--- config.mk ---
export PLATFORM = sky130hd
export DESIGN_NAME = text_to_unsigned_integer_parser_unit
export DESIGN_NICKNAME = d
export VERILOG_FILES = /design/src/sv/tuip_pkg.sv /design/src/sv/tuip_mac.sv /design/src/sv/text_to_unsigned_integer_parser_unit.sv
export SDC_FILE = /design/constraint.sdc
export NUM_CORES = 1
export LEC_CHECK = 0
export BUFFER_PORTS_ARGS = -buffer_cell sky130_fd_sc_hd__buf_2
export CAP_MARGIN = 25
export CELL_PAD_IN_SITES_DETAIL_PLACEMENT = 1
export CELL_PAD_IN_SITES_GLOBAL_PLACEMENT = 1
export CORE_ASPECT_RATIO = 0.6
export CORE_MARGIN = 10
export CORE_UTILIZATION = 55
export DETAILED_ROUTE_END_ITERATION = 8
export HOLD_SLACK_MARGIN = 0.1
export PLACE_DENSITY = 0.95
export REMOVE_ABC_BUFFERS = 1
export SETUP_SLACK_MARGIN = 0.4
export SYNTH_ARGS = -nofsm -noshare
export SYNTH_HDL_FRONTEND = slang
export SYNTH_SLANG_ARGS = --single-unit
--- constraint.sdc ---
create_clock -name clk_i -period 11.3 [get_ports clk_i]
set_input_delay 2.26 -clock clk_i [delete_from_list [all_inputs] [get_ports clk_i]]
set_output_delay 2.26 -clock clk_i [all_outputs]
set_load 0.01 [all_outputs]
--- src/sv/tuip_pkg.sv ---
`default_nettype none

package tuip_pkg;

  // Default sizes handed to the top level.
  localparam int unsigned WORD_BITS_DEF  = 64;
  localparam int unsigned INDEX_BITS_DEF = 16;

  // Width of the base register and of a digit value.
  localparam int unsigned BASE_BITS = 6;

  // Output width of the stop index, fixed by the interface.
  localparam int unsigned STOP_BITS = 16;

  localparam logic [BASE_BITS-1:0] BASE_AUTO = 6'd0;
  localparam logic [BASE_BITS-1:0] BASE_MIN  = 6'd2;
  localparam logic [BASE_BITS-1:0] BASE_OCT  = 6'd8;
  localparam logic [BASE_BITS-1:0] BASE_DEC  = 6'd10;
  localparam logic [BASE_BITS-1:0] BASE_HEX  = 6'd16;
  localparam logic [BASE_BITS-1:0] BASE_MAX  = 6'd36;

  // Digit value given to a byte that is no digit in any base.
  localparam logic [BASE_BITS-1:0] DIGIT_NONE = 6'd63;

  localparam logic [7:0] CHAR_NUL   = 8'h00;
  localparam logic [7:0] CHAR_TAB   = 8'h09;
  localparam logic [7:0] CHAR_CR    = 8'h0d;
  localparam logic [7:0] CHAR_SPACE = 8'h20;
  localparam logic [7:0] CHAR_PLUS  = 8'h2b;
  localparam logic [7:0] CHAR_MINUS = 8'h2d;
  localparam logic [7:0] CHAR_ZERO  = 8'h30;
  localparam logic [7:0] CHAR_NINE  = 8'h39;
  localparam logic [7:0] CHAR_UP_A  = 8'h41;
  localparam logic [7:0] CHAR_UP_X  = 8'h58;
  localparam logic [7:0] CHAR_UP_Z  = 8'h5a;
  localparam logic [7:0] CHAR_LO_A  = 8'h61;
  localparam logic [7:0] CHAR_LO_X  = 8'h78;
  localparam logic [7:0] CHAR_LO_Z  = 8'h7a;

  typedef enum logic [2:0] {
    PH_SPACE  = 3'd0,
    PH_FIRST  = 3'd1,
    PH_ZERO   = 3'd2,
    PH_ZEROX  = 3'd3,
    PH_DIGITS = 3'd4,
    PH_SKIP   = 3'd5,
    PH_BAD    = 3'd6
  } phase_e;

  typedef enum logic [1:0] {
    ST_OK        = 2'd0,
    ST_NO_DIGITS = 2'd1,
    ST_OVERFLOW  = 2'd2,
    ST_BAD_BASE  = 2'd3
  } status_e;

  // Value of a byte as a digit in bases up to 36; DIGIT_NONE otherwise.
  function automatic logic [BASE_BITS-1:0] digit_value(input logic [7:0] c);
    logic [7:0] v;
    v = 8'(c - CHAR_LO_A + 8'd10);
    if (c >= CHAR_LO_A && c <= CHAR_LO_Z) begin
      return v[BASE_BITS-1:0];
    end
    v = 8'(c - CHAR_UP_A + 8'd10);
    if (c >= CHAR_UP_A && c <= CHAR_UP_Z) begin
      return v[BASE_BITS-1:0];
    end
    v = 8'(c - CHAR_ZERO);
    if (c >= CHAR_ZERO && c <= CHAR_NINE) begin
      return v[BASE_BITS-1:0];
    end
    return DIGIT_NONE;
  endfunction

endpackage

`default_nettype wire

--- src/sv/tuip_mac.sv ---
`default_nettype none

// Multiply-accumulate step: acc * base + digit, with a flag when the
// result no longer fits in WORD_BITS bits.
module tuip_mac #(
  parameter int unsigned WORD_BITS = tuip_pkg::WORD_BITS_DEF
) (
  input  wire logic [WORD_BITS-1:0]           acc_i,
  input  wire logic [tuip_pkg::BASE_BITS-1:0] base_i,
  input  wire logic [tuip_pkg::BASE_BITS-1:0] digit_i,
  output logic      [WORD_BITS-1:0]           acc_o,
  output logic                                overflow_o
);

  localparam int unsigned PW = WORD_BITS + tuip_pkg::BASE_BITS;

  logic [PW-1:0] prod;

  // The sum stays below 2^PW since both base and digit are under 64.
  assign prod       = PW'(acc_i) * PW'(base_i) + PW'(digit_i);
  assign acc_o      = prod[WORD_BITS-1:0];
  assign overflow_o = |prod[PW-1:WORD_BITS];

endmodule

`default_nettype wire

--- src/sv/text_to_unsigned_integer_parser_unit.sv ---
// Streaming text-to-unsigned-integer converter in the manner of strtoul. One
// byte of a NUL-terminated string is taken per input transfer. Leading white
// space is skipped, one optional sign is taken, and digits in the base held by
// number_base_i are accumulated (0 auto-detects octal, decimal or hex; a 0x
// prefix counts only if a hex digit follows it). The NUL byte produces exactly
// one output transfer carrying the value, the index of the first unconsumed
// byte and a status; every other byte produces none. The block takes one byte
// per clock cycle while no NUL is held for the output register. The figure is
// set by the accumulator loop: a 64-by-6-bit multiply-add whose result is fed
// back for the next byte. A byte passes through an input register and then
// updates the parse state; the result of a NUL is loaded into the output
// register when the NUL leaves the input register. Bytes other than NUL keep
// flowing while a result waits to be taken; a second NUL waits in the input
// register, and holds off the input, until the output register is free.
// number_base_i is sampled on the first byte of each string and should only
// be written while the block is idle.

`default_nettype none

module text_to_unsigned_integer_parser_unit #(
  parameter int unsigned WORD_BITS  = tuip_pkg::WORD_BITS_DEF,
  parameter int unsigned INDEX_BITS = tuip_pkg::INDEX_BITS_DEF
) (
  input  wire logic                               clk_i,
  input  wire logic                               rst_ni,

  // Configuration write port.
  input  wire logic                               cfg_we_i,
  input  wire logic [tuip_pkg::BASE_BITS-1:0]     number_base_i,

  // Character input channel.
  input  wire logic                               in_valid_i,
  output logic                                    in_ready_o,
  input  wire logic [7:0]                         character_i,

  // Result output channel.
  output logic                                    out_valid_o,
  input  wire logic                               out_ready_i,
  output logic      [WORD_BITS-1:0]               value_o,
  output logic      [tuip_pkg::STOP_BITS-1:0]     stop_index_o,
  output logic      [1:0]                         status_o
);

  localparam int unsigned BB = tuip_pkg::BASE_BITS;
  localparam int unsigned SB = tuip_pkg::STOP_BITS;

  // ---------------------------------------------------------------------
  // Configuration register.
  // ---------------------------------------------------------------------
  logic [BB-1:0] number_base_q;

  always_ff @(posedge clk_i or negedge rst_ni) begin
    if (!rst_ni) begin
      number_base_q <= tuip_pkg::BASE_AUTO;
    end else if (cfg_we_i) begin
      number_base_q <= number_base_i;
    end
  end

  // ---------------------------------------------------------------------
  // Input register. A held byte is consumed when it is not NUL, or when
  // the output register can take the result that a NUL produces.
  // ---------------------------------------------------------------------
  logic       in_valid_q;
  logic [7:0] char_q;
  logic       out_free;
  logic       is_nul;
  logic       fire;

  assign is_nul     = (char_q == tuip_pkg::CHAR_NUL);
  assign out_free   = !out_valid_o || out_ready_i;
  assign fire       = in_valid_q && (!is_nul || out_free);
  assign in_ready_o = !in_valid_q || fire;

  always_ff @(posedge clk_i or negedge rst_ni) begin
    if (!rst_ni) begin
      in_valid_q <= 1'b0;
    end else if (in_ready_o) begin
      in_valid_q <= in_valid_i;
    end
  end

  always_ff @(posedge clk_i) begin
    if (in_ready_o && in_valid_i) begin
      char_q <= character_i;
    end
  end

  // ---------------------------------------------------------------------
  // Parse state.
  // ---------------------------------------------------------------------
  tuip_pkg::phase_e      phase_q, phase_d;
  logic                  neg_q, neg_d;
  logic                  ovf_q, ovf_d;
  logic [WORD_BITS-1:0]  acc_q, acc_d;
  logic [BB-1:0]         base_q, base_d;
  logic [INDEX_BITS-1:0] pos_q, pos_d;
  logic [INDEX_BITS-1:0] stop_q, stop_d;
  logic                  seen_q, seen_d;

  // The base register is sampled on the first byte of a string; a base
  // outside 2..36 (other than auto) sends the string to the bad phase.
  logic             first_byte;
  logic             base_bad;
  logic [BB-1:0]    base_eff;
  tuip_pkg::phase_e phase_eff;

  assign first_byte = (pos_q == '0) && (phase_q == tuip_pkg::PH_SPACE);
  assign base_bad   = (number_base_q != tuip_pkg::BASE_AUTO) &&
                      ((number_base_q < tuip_pkg::BASE_MIN) ||
                       (number_base_q > tuip_pkg::BASE_MAX));
  assign base_eff   = first_byte ? number_base_q : base_q;
  assign phase_eff  = (first_byte && base_bad) ? tuip_pkg::PH_BAD : phase_q;

  // Saturating index of the byte after this one.
  logic [INDEX_BITS-1:0] pos_next;
  assign pos_next = (pos_q == '1) ? pos_q : pos_q + 1'b1;

  logic [BB-1:0] digit;
  assign digit = tuip_pkg::digit_value(char_q);

  // Base in which a digit is taken. Auto base turns into decimal on a
  // first byte that is not '0'; after 0x the base becomes hex.
  logic [BB-1:0] take_base;
  always_comb begin
    if (phase_eff == tuip_pkg::PH_ZEROX) begin
      take_base = tuip_pkg::BASE_HEX;
    end else if (base_eff == tuip_pkg::BASE_AUTO) begin
      take_base = tuip_pkg::BASE_DEC;
    end else begin
      take_base = base_eff;
    end
  end

  logic [WORD_BITS-1:0] mac_acc;
  logic                 mac_ovf;

  tuip_mac #(
    .WORD_BITS (WORD_BITS)
  ) u_mac (
    .acc_i      (acc_q),
    .base_i     (take_base),
    .digit_i    (digit),
    .acc_o      (mac_acc),
    .overflow_o (mac_ovf)
  );

  logic is_space;
  logic is_x;
  logic do_take;
  logic do_first;

  assign is_space = (char_q == tuip_pkg::CHAR_SPACE) ||
                    ((char_q >= tuip_pkg::CHAR_TAB) && (char_q <= tuip_pkg::CHAR_CR));
  assign is_x     = (char_q == tuip_pkg::CHAR_LO_X) || (char_q == tuip_pkg::CHAR_UP_X);

  always_comb begin
    phase_d  = phase_eff;
    neg_d    = neg_q;
    ovf_d    = ovf_q;
    acc_d    = acc_q;
    base_d   = base_eff;
    pos_d    = pos_next;
    stop_d   = stop_q;
    seen_d   = seen_q;
    do_take  = 1'b0;
    do_first = 1'b0;

    unique case (phase_eff)
      tuip_pkg::PH_SPACE: begin
        if (is_space) begin
          // Leading white space is skipped.
        end else if (char_q == tuip_pkg::CHAR_MINUS) begin
          neg_d   = 1'b1;
          phase_d = tuip_pkg::PH_FIRST;
        end else if (char_q == tuip_pkg::CHAR_PLUS) begin
          phase_d = tuip_pkg::PH_FIRST;
        end else begin
          do_first = 1'b1;
        end
      end
      tuip_pkg::PH_FIRST: begin
        do_first = 1'b1;
      end
      tuip_pkg::PH_ZERO: begin
        if (is_x) begin
          phase_d = tuip_pkg::PH_ZEROX;
        end else begin
          do_take = 1'b1;
        end
      end
      tuip_pkg::PH_ZEROX: begin
        if (digit < tuip_pkg::BASE_HEX) begin
          base_d  = tuip_pkg::BASE_HEX;
          do_take = 1'b1;
        end else begin
          phase_d = tuip_pkg::PH_SKIP;
        end
      end
      tuip_pkg::PH_DIGITS: begin
        do_take = 1'b1;
      end
      default: begin
        // Skip and bad-base phases ignore bytes up to the NUL.
      end
    endcase

    // A leading '0' in auto or hex base may open a 0x prefix.
    if (do_first) begin
      if ((char_q == tuip_pkg::CHAR_ZERO) &&
          ((base_eff == tuip_pkg::BASE_AUTO) || (base_eff == tuip_pkg::BASE_HEX))) begin
        if (base_eff == tuip_pkg::BASE_AUTO) begin
          base_d = tuip_pkg::BASE_OCT;
        end
        seen_d  = 1'b1;
        stop_d  = pos_next;
        phase_d = tuip_pkg::PH_ZERO;
      end else begin
        base_d  = take_base;
        do_take = 1'b1;
      end
    end

    // A byte that is no digit in the base ends the number. Overflow is
    // sticky and freezes the accumulator.
    if (do_take) begin
      if (digit >= take_base) begin
        phase_d = tuip_pkg::PH_SKIP;
      end else begin
        if (!ovf_q) begin
          if (mac_ovf) begin
            ovf_d = 1'b1;
          end else begin
            acc_d = mac_acc;
          end
        end
        seen_d  = 1'b1;
        stop_d  = pos_next;
        phase_d = tuip_pkg::PH_DIGITS;
      end
    end

    // The NUL ends the string and returns the parser to its reset state.
    if (is_nul) begin
      phase_d = tuip_pkg::PH_SPACE;
      neg_d   = 1'b0;
      ovf_d   = 1'b0;
      acc_d   = '0;
      base_d  = tuip_pkg::BASE_AUTO;
      pos_d   = '0;
      stop_d  = '0;
      seen_d  = 1'b0;
    end
  end

  always_ff @(posedge clk_i or negedge rst_ni) begin
    if (!rst_ni) begin
      phase_q <= tuip_pkg::PH_SPACE;
      neg_q   <= 1'b0;
      ovf_q   <= 1'b0;
      acc_q   <= '0;
      base_q  <= tuip_pkg::BASE_AUTO;
      pos_q   <= '0;
      stop_q  <= '0;
      seen_q  <= 1'b0;
    end else if (fire) begin
      phase_q <= phase_d;
      neg_q   <= neg_d;
      ovf_q   <= ovf_d;
      acc_q   <= acc_d;
      base_q  <= base_d;
      pos_q   <= pos_d;
      stop_q  <= stop_d;
      seen_q  <= seen_d;
    end
  end

  // ---------------------------------------------------------------------
  // Result formation and output register.
  // ---------------------------------------------------------------------
  logic [WORD_BITS-1:0]     res_value;
  logic [SB-1:0]            res_stop;
  tuip_pkg::status_e        res_status;
  logic [INDEX_BITS+SB-1:0] stop_ext;

  // The stop index is reported modulo 2^16.
  assign stop_ext = (INDEX_BITS + SB)'(stop_q);

  always_comb begin
    res_value  = '0;
    res_stop   = '0;
    res_status = tuip_pkg::ST_OK;
    if (phase_eff == tuip_pkg::PH_BAD) begin
      res_status = tuip_pkg::ST_BAD_BASE;
    end else if (!seen_q) begin
      res_status = tuip_pkg::ST_NO_DIGITS;
    end else if (ovf_q) begin
      res_value  = '1;
      res_stop   = stop_ext[SB-1:0];
      res_status = tuip_pkg::ST_OVERFLOW;
    end else begin
      res_value  = neg_q ? WORD_BITS'(-acc_q) : acc_q;
      res_stop   = stop_ext[SB-1:0];
    end
  end

  logic out_load;
  assign out_load = fire && is_nul;

  always_ff @(posedge clk_i or negedge rst_ni) begin
    if (!rst_ni) begin
      out_valid_o <= 1'b0;
    end else if (out_load) begin
      out_valid_o <= 1'b1;
    end else if (out_ready_i) begin
      out_valid_o <= 1'b0;
    end
  end

  always_ff @(posedge clk_i) begin
    if (out_load) begin
      value_o      <= res_value;
      stop_index_o <= res_stop;
      status_o     <= res_status;
    end
  end

  // ---------------------------------------------------------------------
  // Assertions.
  // ---------------------------------------------------------------------

  // A NUL transfer returns the parser to its start-of-string state.
  a_nul_clears : assert property (@(posedge clk_i) disable iff (!rst_ni)
    out_load |=> (phase_q == tuip_pkg::PH_SPACE) && (pos_q == '0) && !seen_q && !ovf_q)
    else $error("parse state not cleared after end of string");

  // Overflow and a stop index only exist once a digit has been taken.
  a_seen_first : assert property (@(posedge clk_i) disable iff (!rst_ni)
    !seen_q |-> !ovf_q && (stop_q == '0))
    else $error("overflow or stop index without digits");

  // A held byte that is not consumed stays in the input register.
  a_hold_byte : assert property (@(posedge clk_i) disable iff (!rst_ni)
    in_valid_q && !fire |=> in_valid_q && $stable(char_q))
    else $error("stalled byte lost from input register");

  // Bad-base and no-digit results carry zero value and stop index.
  a_empty_result : assert property (@(posedge clk_i) disable iff (!rst_ni)
    out_valid_o && ((status_o == tuip_pkg::ST_BAD_BASE) ||
                    (status_o == tuip_pkg::ST_NO_DIGITS))
      |-> (value_o == '0) && (stop_index_o == '0))
    else $error("empty conversion with nonzero value or index");

endmodule

`default_nettype wire
== Yosys cells after proc, flatten, opt, wreduce, memory -nomap -nowiden ==
Cells that the tools add are included.
W data, S select, Z words.

* Add/subtract/negate cells: 8
* Bitwise gates (word level): 1
* Muxes and demuxes: 74
* Reductions and logical operators: 36
* $mul: 1
* Magnitude comparators: 12
* Eq/ne operators: 17

{| class="wikitable"
|+ Operators with widths
! kind !! number
|-
| $mux W64 || 7
|-
| $mux W16 || 7
|-
| $mux W6 || 15
|-
| $add A70 B6 Y70 || 1
|-
| $mul A64 B6 Y70 || 1
|-
| $neg A64 Y64 || 1
|-
| $eq A8 B6 Y1 const B || 4
|-
| $mux W1 || 30
|-
| $mux W3 || 10
|-
| $add A16 B1 Y16 const B || 1
|-
| $eq A16 B16 Y1 const B || 1
|-
| $eq A8 B7 Y1 const B || 2
|-
| $ge A8 B7 Y1 const B || 2
|-
| $le A8 B7 Y1 const B || 2
|-
| $logic_not A16 Y1 || 1
|-
| $add A6 B4 Y6 const B || 2
|-
| $sub A6 B6 Y6 const B || 2
|-
| $logic_and A1 B1 Y1 || 11
|-
| $pmux W3 S3 || 1
|-
| $ge A8 B4 Y1 const B || 1
|-
| $ge A8 B6 Y1 const B || 1
|-
| $le A8 B4 Y1 const B || 1
|-
| $le A8 B6 Y1 const B || 1
|-
| $logic_not A8 Y1 || 1
|-
| 25 further kinds || 43
|}

* Logic and storage cells: 165
* Register bits after elaboration: 206
* Output and inout bits: 84
* Input bits: 19

== Depth between registers and ports, before layout ==
* Word-level depth: 16
* Depth in mapped cells: 31
* Mapped depth without buffers: 29

== Cells and area by module ==
Synthesis repeated with hierarchy kept, for this count alone.

* Cells, all modules: 2356
* Area, all modules: 23394.9 um^2

{| class="wikitable"
|+ Modules (own cells, without submodules)
! module !! cells each !! area an instance (um^2) !! times used
|-
| tuip_mac || 1399 || 12806.0 || 1
|-
| text_to_unsigned_integer_parser_unit || 957 || 10588.9 || 1
|}

== Least setup slack after synthesis ==
OpenSTA, ideal clock, no wires.

* Kind: register to register
* Start: reg pos_q[0]
* End: reg acc_q[23]
* Clock period less this slack: 7.408 ns
* Cell stages (with the launch flop): 30
* Library setup time: 0.121 ns
* Path slack: 3.892 ns
* Arrival: 7.287 ns
* Cells stage by stage: dfrtp_1 inv_1 ha_1 nor4b_2 nand3_1 nor2_4 buf_1 mux2i_1 a21oi_1 clkbuf_1 nand2_1 fa_1 fa_1 inv_1 fa_1 inv_1 fa_1 inv_1 ha_1 o211ai_1 a21oi_2 nor2_1 o31ai_2 a311oi_2 o21bai_2 nand4_1 a2111oi_4 a31oi_4 buf_6 a22o_1

* Longest elaborated chain between the ends: 13
* Elaborated cells between the ends (all ways): 33
* Classes of those cells: add/sub: 1; mul: 1; order compare: 1; eq/ne: 7; mux: 13; reduce/logical: 10

{| class="wikitable"
|+ Ends and longest elaborated chain
! what !! RTL line !! source
|-
| start, declared || text_to_unsigned_integer_parser_unit.sv:97 || <nowiki>logic [INDEX_BITS-1:0] pos_q, pos_d;</nowiki>
|-
| start signal, assigned || text_to_unsigned_integer_parser_unit.sv:272 || <nowiki>pos_q <= pos_d;</nowiki>
|-
| $logic_not A16 Y1 * || text_to_unsigned_integer_parser_unit.sv:108 || <nowiki>assign first_byte = (pos_q == '0) && (phase_q == tuip_pkg::PH_SPACE);</nowiki>
|-
| $logic_and A1 B1 Y1 * || text_to_unsigned_integer_parser_unit.sv:108 ||
|-
| $mux W6 / $logic_and A1 B1 Y1 (equally long branches) || text_to_unsigned_integer_parser_unit.sv:112, text_to_unsigned_integer_parser_unit.sv:113 ||
|-
| $logic_not A6 Y1 / $mux W3 (equally long branches) || text_to_unsigned_integer_parser_unit.sv:128, text_to_unsigned_integer_parser_unit.sv:211, text_to_unsigned_integer_parser_unit.sv:113 ||
|-
| $mux W6 / $eq A3 B2 Y1 (equally long branches) || text_to_unsigned_integer_parser_unit.sv:128, text_to_unsigned_integer_parser_unit.sv:126, text_to_unsigned_integer_parser_unit.sv:169 ||
|-
| $mux W6 || text_to_unsigned_integer_parser_unit.sv:126 || <nowiki>if (phase_eff == tuip_pkg::PH_ZEROX) begin</nowiki>
|-
| $mul A64 B6 Y70 || tuip_mac.sv:20 || <nowiki>assign prod = PW'(acc_i) * PW'(base_i) + PW'(digit_i);</nowiki>
|-
| $add A70 B6 Y70 || tuip_mac.sv:20 ||
|-
| $mux W64 || text_to_unsigned_integer_parser_unit.sv:231 || <nowiki>if (mac_ovf) begin</nowiki>
|-
| $mux W64 || text_to_unsigned_integer_parser_unit.sv:230 || <nowiki>if (!ovf_q) begin</nowiki>
|-
| $mux W64 || text_to_unsigned_integer_parser_unit.sv:227 || <nowiki>if (digit >= take_base) begin</nowiki>
|-
| $mux W64 || text_to_unsigned_integer_parser_unit.sv:226 || <nowiki>if (do_take) begin</nowiki>
|-
| $mux W64 || text_to_unsigned_integer_parser_unit.sv:244 || <nowiki>if (is_nul) begin</nowiki>
|-
| end signal, assigned || text_to_unsigned_integer_parser_unit.sv:261 || <nowiki>acc_q <= '0;</nowiki>
|-
| end signal, assigned || text_to_unsigned_integer_parser_unit.sv:270 || <nowiki>acc_q <= acc_d;</nowiki>
|-
| end, declared || text_to_unsigned_integer_parser_unit.sv:95 || <nowiki>logic [WORD_BITS-1:0] acc_q, acc_d;</nowiki>
|}

Every way passes the cells marked *; elsewhere a longest branch is shown, timed or not. The select of a mux whose other input is x is not followed.
A chain may end at the register's enable or synchronous reset.

== Worst setup path after layout ==
* Start: reg pos_q[13]
* End: reg acc_q[26]

Same word-level chain as after synthesis.

==> qor.yml <==
antenna_left: 0
maxCapViolations: 0
yosys-top-cells-count: "and2_1 (377), fa_1 (252), a21oi_1 (163), ha_1 (163), nand2_1 (147)"
numCtsBuffers: 25
grt.total_usage: 0.310
cp-endpoint: "acc_q[26]"
required_ps: 11800
fmax_mhz: 96.1
r2r_cells: 24
placedInstanceArea_um2: 24400
reg2reg_from: "pos_q[13]"
cts_sinks: 206
final_area_um2: 25400
cts_root_buf: "clkbuf_16"
diodes: 0
skew_ps: 20.6
htree_num_levels: 1
path_clk_slew_ps: 60
netlist_top_cells_area: "fa_1 (21%), dfrtp_1 (12%), edfxtp_1 (11%)"
postCtsHoldBufs: 0
worst_pin_slew_ps: 1030
totalWireLength_um: 84500
grt_pass1_wl_um: 132000
gp_congestion: 0.987
synth-async-reset-ratio: 0.563
io-pin-count: 103
wire_per_inst_um: 27.8
period_share: 0.921
io_buffers: 102
grt_max_degree: 84
utilization: 0.582
pwr_density_cell_nw_per_um2: 120
rsz0062_at_grt: "no"
cts_resized: 0
worst_slack_ps: 889
synth_edf_count: 90
synth_cell_types: 114
hold_viol: 0
dieArea_um2: 53600
worstPathMaxFanout: 40
antenna_found_initial: 1
leakagePower_nw: 12.3
area_growth_syn_to_layout_pct: 3.88
critPathLaunchType: "register"
path_class: "reg -> reg"
relSlewSlack: 0.312
hp-class: "reg -> reg"
drc: 0
place_hpwl_um: 62300
grt_pass1_vias: 22100
outcome: "complete, no violations"
fin_setup_tns_ps: 0
firstDrtPassIters: 5
pre_cts_slack_ps: 1240
insertion_delay_ps: 570
avgSynthCellArea_um2: 9.86
synth_ff_type: "dfrtp_1"
start_util: 0.560
cts_tree: "built"
core_um2: 43600
r2r-end: "acc_q[26]"
fp.dieH_um: 183
crit_path_end_kind: "register"
drive_gt1_frac: 0.0987
fin_crit_ps: 10410
cts_setup_buffers: 0
vias: 20500
r2r_setup_slack_ps: 890
dieWidth_um: 292
synth-seq-area-share: 0.229
ys_seq_elements: 206
arrival_ps: 10910
synthCells: 2480
vias_per_cell: 6.75
critPathLaunch: "pos_q[13]"
synth_area_um2: 24400
synth_most_common_cell: "and2_1"
grt_overflow: 0
synth_area_leader_cell: "fa_1"
num_rows: 59
drv_slew: 0
synth_top_cell_area_share: 0.206
yosys_warnings: 0
setup_viol: 0
clock_path_buffers: 3
initialDrtViolationCount: 2306
fin_nets: 2877
peakVddDrop_mv: 0.125
-- per-layer routing --
metal | wire, um | track usage | vias to the layer above
met5 | 0 | 0 | -
met4 | 3090 | 0.107 | 0
met3 | 8380 | 0.0726 | 231
met2 | 38100 | 0.477 | 1168
met1 | 35000 | 0.425 | 10600
li1 | - | - | 8491
-- worst max-delay path, cell delays in order (launching register included) --
cell and delay [ps]:
dfrtp_1 450, nor4_1 630, nand3_1 430, nor2_4 430, mux2i_1 480, nand2_1 250
a21oi_4 680, buf_4 460, and2_1 230, fa_1 480, fa_1 530, fa_1 520
ha_1 320, ha_1 460, nand4_1 250, or4_4 480, a2111oi_4 360, nor4_1 110
nor2_2 360, a41oi_2 200, xnor2_2 190, a2111oi_4 340, and3_2 970, buf_4 480
a22o_1 200
-- flip-flops by register name (all words and copies together) (netlist names), 2 cells and up --
register,count
stop_index_o,16
acc_q,64
number_base_q,6
char_q,8
base_q,6
phase_q,3
status_o,2
value_o,64
stop_q,16
pos_q,16
-- kinds of logic after synthesis --
family	Yosys count	share of synthesized area
and+or+nand+nor	876	0.199
AOI/OAI and AO/OA	547	0.151
adders and majority gates	415	0.290
buffers and inverters	282	0.0735
DFF	206	0.229
xor gates and xnor gates	138	0.0497
muxes	16	0.00691
-- cells in the final DEF, fill, tap and decap left out, types with 17 or more instances in the layout --
| master | synthesis | layout |
|---|---|---|
| buf_2 | 10 | 101 |
| a31oi_1 | 17 | 17 |
| a22o_1 | 64 | 64 |
| xnor2_1 | 61 | 61 |
| nand2_1 | 147 | 147 |
| xor2_1 | 76 | 76 |
| nand4_1 | 43 | 43 |
| fa_1 | 252 | 252 |
| and2_1 | 377 | 377 |
| inv_1 | 93 | 92 |
| nor3_1 | 28 | 28 |
| dfrtp_1 | 116 | 115 |
| o31ai_1 | 19 | 19 |
| ha_1 | 163 | 163 |
| nor4_1 | 19 | 19 |
| nand3_1 | 34 | 34 |
| nor2_1 | 128 | 128 |
| a21oi_1 | 163 | 158 |
| a21o_1 | 35 | 35 |
| edfxtp_1 | 90 | 90 |
| clkbuf_16 | 0 | 27 |
| buf_4 | 30 | 17 |
| o21ai_0 | 112 | 112 |
-- worst min-delay path by stage --
stage,from,to,slack (ps),cells past startpoint
global route,stop_q[10],stop_q[10],510,1
CTS,stop_q[10],stop_q[10],490,1
finish,stop_q[10],stop_q[10],490,1
global placement,stop_q[11],stop_q[11],470,1
floorplan,stop_q[0],stop_q[0],450,1
detailed placement,stop_q[3],stop_q[3],470,1
-- through the flow --
stage,std cells,power [mW],hold WS [ps]
after global placement,2993,1.93,472
after global routing,3041,3.15,514
final,3041,3.04,492
after floorplan,2296,1.64,448
after detailed placement,2993,2.04,470
after CTS,3039,2.96,489
-- power by group --
| group | internal, mW | switching [mW] |
|---|---|---|
| logic | 0.391 | 0.779 |
| registers | 0.855 | 0.0957 |
| clock network | 0.540 | 0.376 |
| total | 1.79 | 1.25 |
-- final cells by class --
cell class	instances	area (um^2)
fillers	4838	18200
multi-input cells	1992	17100
flip-flops and latches	206	5610
well taps	579	724
clock buffers	31	711
repair buffers	120	681
inverters	98	369
clock inverters	15	190
Note: power is estimated with default switching activity, not from simulation.
